--- src/rtl/core/satr_pkg.sv ---
// ----------------------------------------------------------------------------
// satr_pkg: shared constants for the shift-add twiddle rotator
// Default sizes, control word layout and stage shift step.
// ----------------------------------------------------------------------------
package satr_pkg;

  // default sizes
  localparam int DefDataWidth    = 16;
  localparam int DefNumStages    = 6;
  localparam int DefScaleTerms   = 4;
  localparam int DefFractionBits = 8;

  // control word layout
  localparam int WordBits   = 24;  // width of digit_word and scale_word
  localparam int DigitBits  = 4;   // one signed digit per micro-rotation
  localparam int StageShift = 3;   // stage n shifts by StageShift * n
  localparam int TermBits   = 6;   // one scale term: valid, negate, shift
  localparam int MaxTerms   = 4;   // terms summed in the adder tree
  localparam int TermValid  = 5;
  localparam int TermNeg    = 4;
  localparam int TermShBits = 4;

endpackage

--- src/rtl/core/shift_add_twiddle_rotator.sv ---
// ----------------------------------------------------------------------------
// shift_add_twiddle_rotator: multiplierless complex rotator with scale stage
// Rotates a complex sample by NUM_STAGES (six by default) shift-and-digit micro-rotations, then
// scales each part by a sum of signed power-of-two terms.
// ----------------------------------------------------------------------------
// Pipeline: one input register, one register per micro-rotation, one register for the
//   scale terms, one output register after the adder tree and floor shift.
// Throughput: one beat per cycle; the whole pipe advances together and holds
//   only while the output register is full and not taken.
// Reset: rst_ni clears all valid bits at once; payload registers are not reset.
module shift_add_twiddle_rotator #(
  parameter int DATA_WIDTH    = satr_pkg::DefDataWidth,
  parameter int NUM_STAGES    = satr_pkg::DefNumStages,
  parameter int SCALE_TERMS   = satr_pkg::DefScaleTerms,
  parameter int FRACTION_BITS = satr_pkg::DefFractionBits,
  localparam int InW  = ((2 * DATA_WIDTH + 2 * satr_pkg::WordBits + 7) / 8) * 8,
  localparam int OutW = ((2 * DATA_WIDTH + 7) / 8) * 8
) (
  input  logic            clk_i,
  input  logic            rst_ni,
  input  logic            s_axis_tvalid_i,
  output logic            s_axis_tready_o,
  // from bit 0 up: real_in, imag_in, digit_word (24), scale_word (24), zero pad
  input  logic [InW-1:0]  s_axis_tdata_i,
  output logic            m_axis_tvalid_o,
  input  logic            m_axis_tready_i,
  // from bit 0 up: real_out, imag_out, zero pad
  output logic [OutW-1:0] m_axis_tdata_o
);
  import satr_pkg::*;

  localparam int Dw    = DATA_WIDTH;
  localparam int Ext   = DATA_WIDTH + FRACTION_BITS;  // width of one scale term
  localparam int NumV  = NUM_STAGES + 3;              // valid bits along the pipe
  localparam int OutS  = NUM_STAGES + 2;              // index of the output stage

  // --------------------------------------------------------------------------
  // Flow control: one global advance. The pipe moves whenever the output
  // register is empty or being taken, so bubbles and beats both shift along.
  // --------------------------------------------------------------------------
  logic [NumV-1:0] vld_q;
  logic            adv;

  assign adv             = !vld_q[OutS] || m_axis_tready_i;
  assign s_axis_tready_o = adv;
  assign m_axis_tvalid_o = vld_q[OutS];

  always_ff @(posedge clk_i or negedge rst_ni) begin
    if (!rst_ni) begin
      vld_q <= '0;
    end else if (adv) begin
      vld_q <= {vld_q[NumV-2:0], s_axis_tvalid_i};
    end
  end

  // --------------------------------------------------------------------------
  // Input register: unpack the beat.
  // --------------------------------------------------------------------------
  logic signed [Dw-1:0]       re_q  [NUM_STAGES+1];
  logic signed [Dw-1:0]       im_q  [NUM_STAGES+1];
  logic        [WordBits-1:0] dig_q [NUM_STAGES];
  logic        [WordBits-1:0] scl_q [NUM_STAGES+1];

  always_ff @(posedge clk_i) begin
    if (adv) begin
      re_q[0]  <= s_axis_tdata_i[Dw-1:0];
      im_q[0]  <= s_axis_tdata_i[2*Dw-1:Dw];
      dig_q[0] <= s_axis_tdata_i[2*Dw +: WordBits];
      scl_q[0] <= s_axis_tdata_i[2*Dw+WordBits +: WordBits];
    end
  end

  // --------------------------------------------------------------------------
  // Micro-rotation stages. Stage n floor-shifts both parts by 3n, multiplies
  // by its 4-bit signed digit and cross-adds, all wrapped to the data width.
  // Stage 0 takes the nibble at 4*(NUM_STAGES-1), the top one by default; a nibble above the word reads as zero.
  // --------------------------------------------------------------------------
  for (genvar n = 0; n < NUM_STAGES; n++) begin : g_rot
    localparam int Shift = StageShift * n;
    localparam int Pos   = DigitBits * (NUM_STAGES - 1 - n);

    logic signed [DigitBits-1:0]    dig;
    logic signed [Dw-1:0]           sh_re, sh_im;
    logic signed [Dw+DigitBits-1:0] prod_re, prod_im;
    logic signed [Dw-1:0]           re_d, im_d;

    if (Pos + DigitBits <= WordBits) begin : g_dig
      assign dig = dig_q[n][Pos +: DigitBits];
    end else begin : g_nodig
      assign dig = '0;
    end

    // arithmetic shift fills with the sign, also for shifts past the width
    assign sh_re   = re_q[n] >>> Shift;
    assign sh_im   = im_q[n] >>> Shift;
    assign prod_re = sh_re * dig;
    assign prod_im = sh_im * dig;
    assign re_d    = re_q[n] - prod_im[Dw-1:0];
    assign im_d    = im_q[n] + prod_re[Dw-1:0];

    always_ff @(posedge clk_i) begin
      if (adv) begin
        re_q[n+1]  <= re_d;
        im_q[n+1]  <= im_d;
        scl_q[n+1] <= scl_q[n];
      end
    end

    // digits only travel as far as the last stage that needs them
    if (n < NUM_STAGES - 1) begin : g_dig_fwd
      always_ff @(posedge clk_i) begin
        if (adv) begin
          dig_q[n+1] <= dig_q[n];
        end
      end
    end
  end

  // --------------------------------------------------------------------------
  // Scale terms: each valid term is the part sign-extended, shifted left and
  // optionally negated, wrapped to Ext bits. Invalid or absent terms are zero.
  // --------------------------------------------------------------------------
  logic signed [Ext-1:0] ext_re, ext_im;
  logic signed [Ext-1:0] trm_re_q [MaxTerms];
  logic signed [Ext-1:0] trm_im_q [MaxTerms];

  assign ext_re = Ext'(re_q[NUM_STAGES]);
  assign ext_im = Ext'(im_q[NUM_STAGES]);

  for (genvar k = 0; k < MaxTerms; k++) begin : g_term
    logic signed [Ext-1:0] trm_re_d, trm_im_d;

    if (k < SCALE_TERMS) begin : g_used
      logic [TermBits-1:0]   cmd;
      logic signed [Ext-1:0] shl_re, shl_im;

      assign cmd    = scl_q[NUM_STAGES][TermBits*k +: TermBits];
      assign shl_re = ext_re <<< cmd[TermShBits-1:0];
      assign shl_im = ext_im <<< cmd[TermShBits-1:0];

      always_comb begin
        trm_re_d = '0;
        trm_im_d = '0;
        if (cmd[TermValid]) begin
          trm_re_d = cmd[TermNeg] ? -shl_re : shl_re;
          trm_im_d = cmd[TermNeg] ? -shl_im : shl_im;
        end
      end
    end else begin : g_unused
      assign trm_re_d = '0;
      assign trm_im_d = '0;
    end

    always_ff @(posedge clk_i) begin
      if (adv) begin
        trm_re_q[k] <= trm_re_d;
        trm_im_q[k] <= trm_im_d;
      end
    end
  end

  // --------------------------------------------------------------------------
  // Adder tree and floor shift: pair sums wrap to Ext+1, the total to Ext+2,
  // then drop the fraction bits with an arithmetic shift and wrap to Dw.
  // --------------------------------------------------------------------------
  logic signed [Ext:0]   p01_re, p23_re, p01_im, p23_im;
  logic signed [Ext+1:0] sum_re, sum_im, fl_re, fl_im;
  logic signed [Dw-1:0]  out_re_q, out_im_q;

  assign p01_re = (Ext+1)'(trm_re_q[0]) + (Ext+1)'(trm_re_q[1]);
  assign p23_re = (Ext+1)'(trm_re_q[2]) + (Ext+1)'(trm_re_q[3]);
  assign p01_im = (Ext+1)'(trm_im_q[0]) + (Ext+1)'(trm_im_q[1]);
  assign p23_im = (Ext+1)'(trm_im_q[2]) + (Ext+1)'(trm_im_q[3]);
  assign sum_re = (Ext+2)'(p01_re) + (Ext+2)'(p23_re);
  assign sum_im = (Ext+2)'(p01_im) + (Ext+2)'(p23_im);
  assign fl_re  = sum_re >>> FRACTION_BITS;
  assign fl_im  = sum_im >>> FRACTION_BITS;

  always_ff @(posedge clk_i) begin
    if (adv) begin
      out_re_q <= fl_re[Dw-1:0];
      out_im_q <= fl_im[Dw-1:0];
    end
  end

  assign m_axis_tdata_o = OutW'({out_im_q, out_re_q});

endmodule
--- config.mk ---
export PLATFORM = sky130hd
export DESIGN_NAME = shift_add_twiddle_rotator
export DESIGN_NICKNAME = d
export VERILOG_FILES = /design/src/rtl/core/satr_pkg.sv /design/src/rtl/core/shift_add_twiddle_rotator.sv
export SDC_FILE = /design/constraint.sdc
export NUM_CORES = 2
export LEC_CHECK = 0
export BUFFER_PORTS_ARGS = -buffer_cell sky130_fd_sc_hd__buf_2
export CORE_ASPECT_RATIO = 1.5
export CORE_MARGIN = 3
export CORE_UTILIZATION = 50
export DETAILED_ROUTE_END_ITERATION = 10
export PLACE_DENSITY = 0.66
export SYNTH_ARGS = -nofsm -noshare
export SYNTH_HDL_FRONTEND = slang
export SYNTH_SLANG_ARGS = --single-unit
--- constraint.sdc ---
create_clock -name clk_i -period 26.8 [get_ports clk_i]
set_input_delay 1.34 -clock clk_i [delete_from_list [all_inputs] [get_ports clk_i]]
set_output_delay 1.34 -clock clk_i [all_outputs]
set_load 0.005 [all_outputs]
==> results.sh <==
export IMPL_fillCellCount=10100
export IMPL_synth_seq_cells=709
export IMPL_period_share_pct=21.9
export IMPL_dr_pass1_iters=6
export IMPL_diodes=0
export IMPL_synth_cells=5225
export IMPL_final_cell_mix="700 x edfxtp_1, 404 x ha_1, 384 x nand2_1"
export IMPL_max_clock_freq_mhz=171
export IMPL_cts_htree_levels=3
export IMPL_drc=0
export IMPL_io_pin_count=118
export IMPL_multi_input_area_um2=33900
export IMPL_dieArea_um2=120000
export IMPL_postCtsHoldBufs=0
export IMPL_cp_arrival_ns=6.36
export IMPL_grt_pass1_vias=40200
export IMPL_grt_busiest_layer="met2"
export IMPL_overflow=0
export IMPL_relSlewSlack_pct=17.2
export IMPL_die_width_um=283
export IMPL_vias_per_cell=5.74
export IMPL_setup_viol=0
export IMPL_clk_path_buf_depth=3
export IMPL_grtUsageMet3_pct=2.25
export IMPL_startpoint_type="flip-flop"
export IMPL_fin_skew_ns=0.0319
export IMPL_grt_pass1_wl_um=215000
export IMPL_grt_max_degree=174
export IMPL_crit_type="reg -> reg"
export IMPL_seq_area_um2=21200
export IMPL_status="finished clean"
export IMPL_cts_root_buf="clkbuf_16"
export IMPL_vias=39100
export IMPL_cts_sinks=709
export IMPL_worstPathRequired_ns=27.30
export IMPL_yosysWarnings=0
export IMPL_ant_nets=0
export IMPL_core_area_um2=114000
export IMPL_maxSlewViolCount=0
export IMPL_cap_viol_max_count=0
export IMPL_start_util_pct=50.4
export IMPL_antenna_found_initial=4
export IMPL_final_common_cell="edfxtp_1"
export IMPL_cts_clk_slew_worst_paths_ns=0.06
export IMPL_critical_path_endpoint_type="flip-flop"
export IMPL_wl_per_cell_um=20.0
export IMPL_syn_area_um2=57700
export IMPL_rows=152
export IMPL_async_reset_ff_share_pct=1.27
export IMPL_synth_seq_area_share_pct=36.8
export IMPL_drt_iter0_drc=2195
export IMPL_track_usage_pct=22.7
export IMPL_syn_nets=6051
export IMPL_cts_tree="built"
export IMPL_port_buffers=117
export IMPL_routed_wl_um=136000
export IMPL_synth_edff_count=700
export IMPL_hold_class="reg -> reg"
export IMPL_finalSetupTns_ns=0
export IMPL_cts_resized=0
export IMPL_synth_flop_cell="edfxtp_1"
export IMPL_min_period_ns=5.86
export IMPL_dieHeight_um=422
export IMPL_rsz0062_at_grt="false"
export IMPL_drive_above_1_share_pct=10.2
export IMPL_crit_fanout=9
export IMPL_synth_cell_types=96
export IMPL_worst_slew_pin_slew_ns=1.21
export IMPL_nets=6035
export IMPL_hpwl_um=104000
export IMPL_hold_viol=0
export IMPL_numCtsBuffers=76
export IMPL_routabilityCongestion=0.946
export IMPL_postCtsSetupBuffers=0
export IMPL_met2_usage_pct=43.7
export IMPL_area_growth_synth_to_final_pct=7.54
export IMPL_syn_area_per_cell_um2=11.0
export IMPL_worstSkewPairLatency_ns=0.67
export IMPL_met1_usage_pct=24.3
## kinds of logic (layout without fill, tap and decap cells)
kind of cell / after synthesis / count (layout) / share of synthesized area, %
and+or+nand+nor: 1476 / 1476 / 13.0
AOI/OAI and AO/OA: 884 / 884 / 9.76
adders and majority gates: 742 / 742 / 20.5
DFF: 709 / 709 / 36.8
buffers and inverters: 648 / 689 / 4.48
xor gates and xnor gates: 441 / 441 / 6.70
muxes: 325 / 325 / 8.73
## worst paths after layout
kind	start	endpoint	slack, ns	cells after the start
hold reg to reg	scl_q[3][21]	scl_q[4][21]	0.40	0
setup / recovery	re_q[4][12]	im_q[5][14]	20.94	17
max in group asynchronous	rst_ni	vld_q[8]	26.03	1
hold / removal	scl_q[3][21]	scl_q[4][21]	0.40	0
min in group asynchronous	rst_ni	vld_q[0]	0.54	1
setup reg to reg	re_q[4][12]	im_q[5][14]	20.94	17
## cell type report
| class | instances | share of cell area, % |
|---|---|---|
| clock buffer | 86 | 3.20 |
| clock inverter | 49 | 0.886 |
| timing repair buffer | 177 | 1.69 |
| inverter | 377 | 2.28 |
| tap | 1540 | 3.11 |
| multi-input combinational | 3868 | 54.6 |
| sequential | 709 | 34.3 |
## metal layers
metal  share of wire (%)  up-vias
met3                 3.6      351
li1                    -    18500
met1                  36    19300
met5                   0        -
met2                  55      940
met4                 5.4        0
## critical path, cell delays in order, from the launching register on
cell and delay, ns:
edfxtp_1 0.43, nand2b_1 0.19, fa_1 0.52, fa_1 0.44, fa_1 0.49, inv_1 0.04, ha_1 0.21, fa_1 0.48
a21o_1 0.18, a21oi_1 0.16, xnor2_1 0.38, ha_1 0.43, and3_1 0.20, a21oi_1 0.09, o21ai_0 0.12, o41ai_1 0.61
or4b_2 0.64, o211ai_1 0.11
## state kept, by name, indices dropped and copies added (netlist names)
signal and flops:
dig_q 84, vld_q 9, out_im_q 16, out_re_q 16
trm_re_q 96, re_q 112, trm_im_q 96, im_q 112
scl_q 168
## through the flow
step                      hold slack (ns)  utilization (%)  cells  cell area (µm²)  setup slack [ns]
after floorplan                     0.400                -   5225            57700              3.47
after global placement              0.400             52.0   6671            59500             20.98
after global routing                0.409             54.2   6806            62000             20.62
final                               0.403             54.2   6806            62000             20.94
after detailed placement            0.405             52.0   6671            59500             20.93
after CTS                           0.395             54.2   6806            62000             20.94
## Yosys cell counts (14+ instances only)
master | number | share of area, %
clkbuf_1 | 174 | 1.1
nor3_1 | 58 | 0.50
inv_1 | 370 | 2.4
o41ai_1 | 18 | 0.27
a31oi_1 | 30 | 0.33
o21bai_1 | 38 | 0.49
o31ai_1 | 39 | 0.51
nand2_1 | 384 | 2.5
o21a_1 | 37 | 0.48
o211ai_1 | 15 | 0.20
and3_1 | 44 | 0.48
edfxtp_1 | 700 | 36
nand2b_1 | 65 | 0.71
buf_1 | 27 | 0.18
a21boi_0 | 14 | 0.18
xor2_1 | 94 | 1.4
a21o_1 | 57 | 0.74
ha_1 | 404 | 8.8
o21ai_0 | 182 | 1.6
nor2_1 | 312 | 2.0
o21ai_1 | 17 | 0.15
mux4_2 | 134 | 5.2
fa_1 | 338 | 12
a211oi_1 | 49 | 0.64
and2_1 | 346 | 3.8
a21oi_1 | 278 | 2.4
mux2i_1 | 133 | 2.3
xnor2_1 | 347 | 5.3
nor2b_1 | 59 | 0.64
nand3_1 | 70 | 0.61
buf_2 | 50 | 0.43
or3_1 | 37 | 0.40
mux2_2 | 55 | 1.1
Power is left out: the tool's default activity adds up to more than one toggle a clock period on the data nets, which glitch-free logic cannot reach.
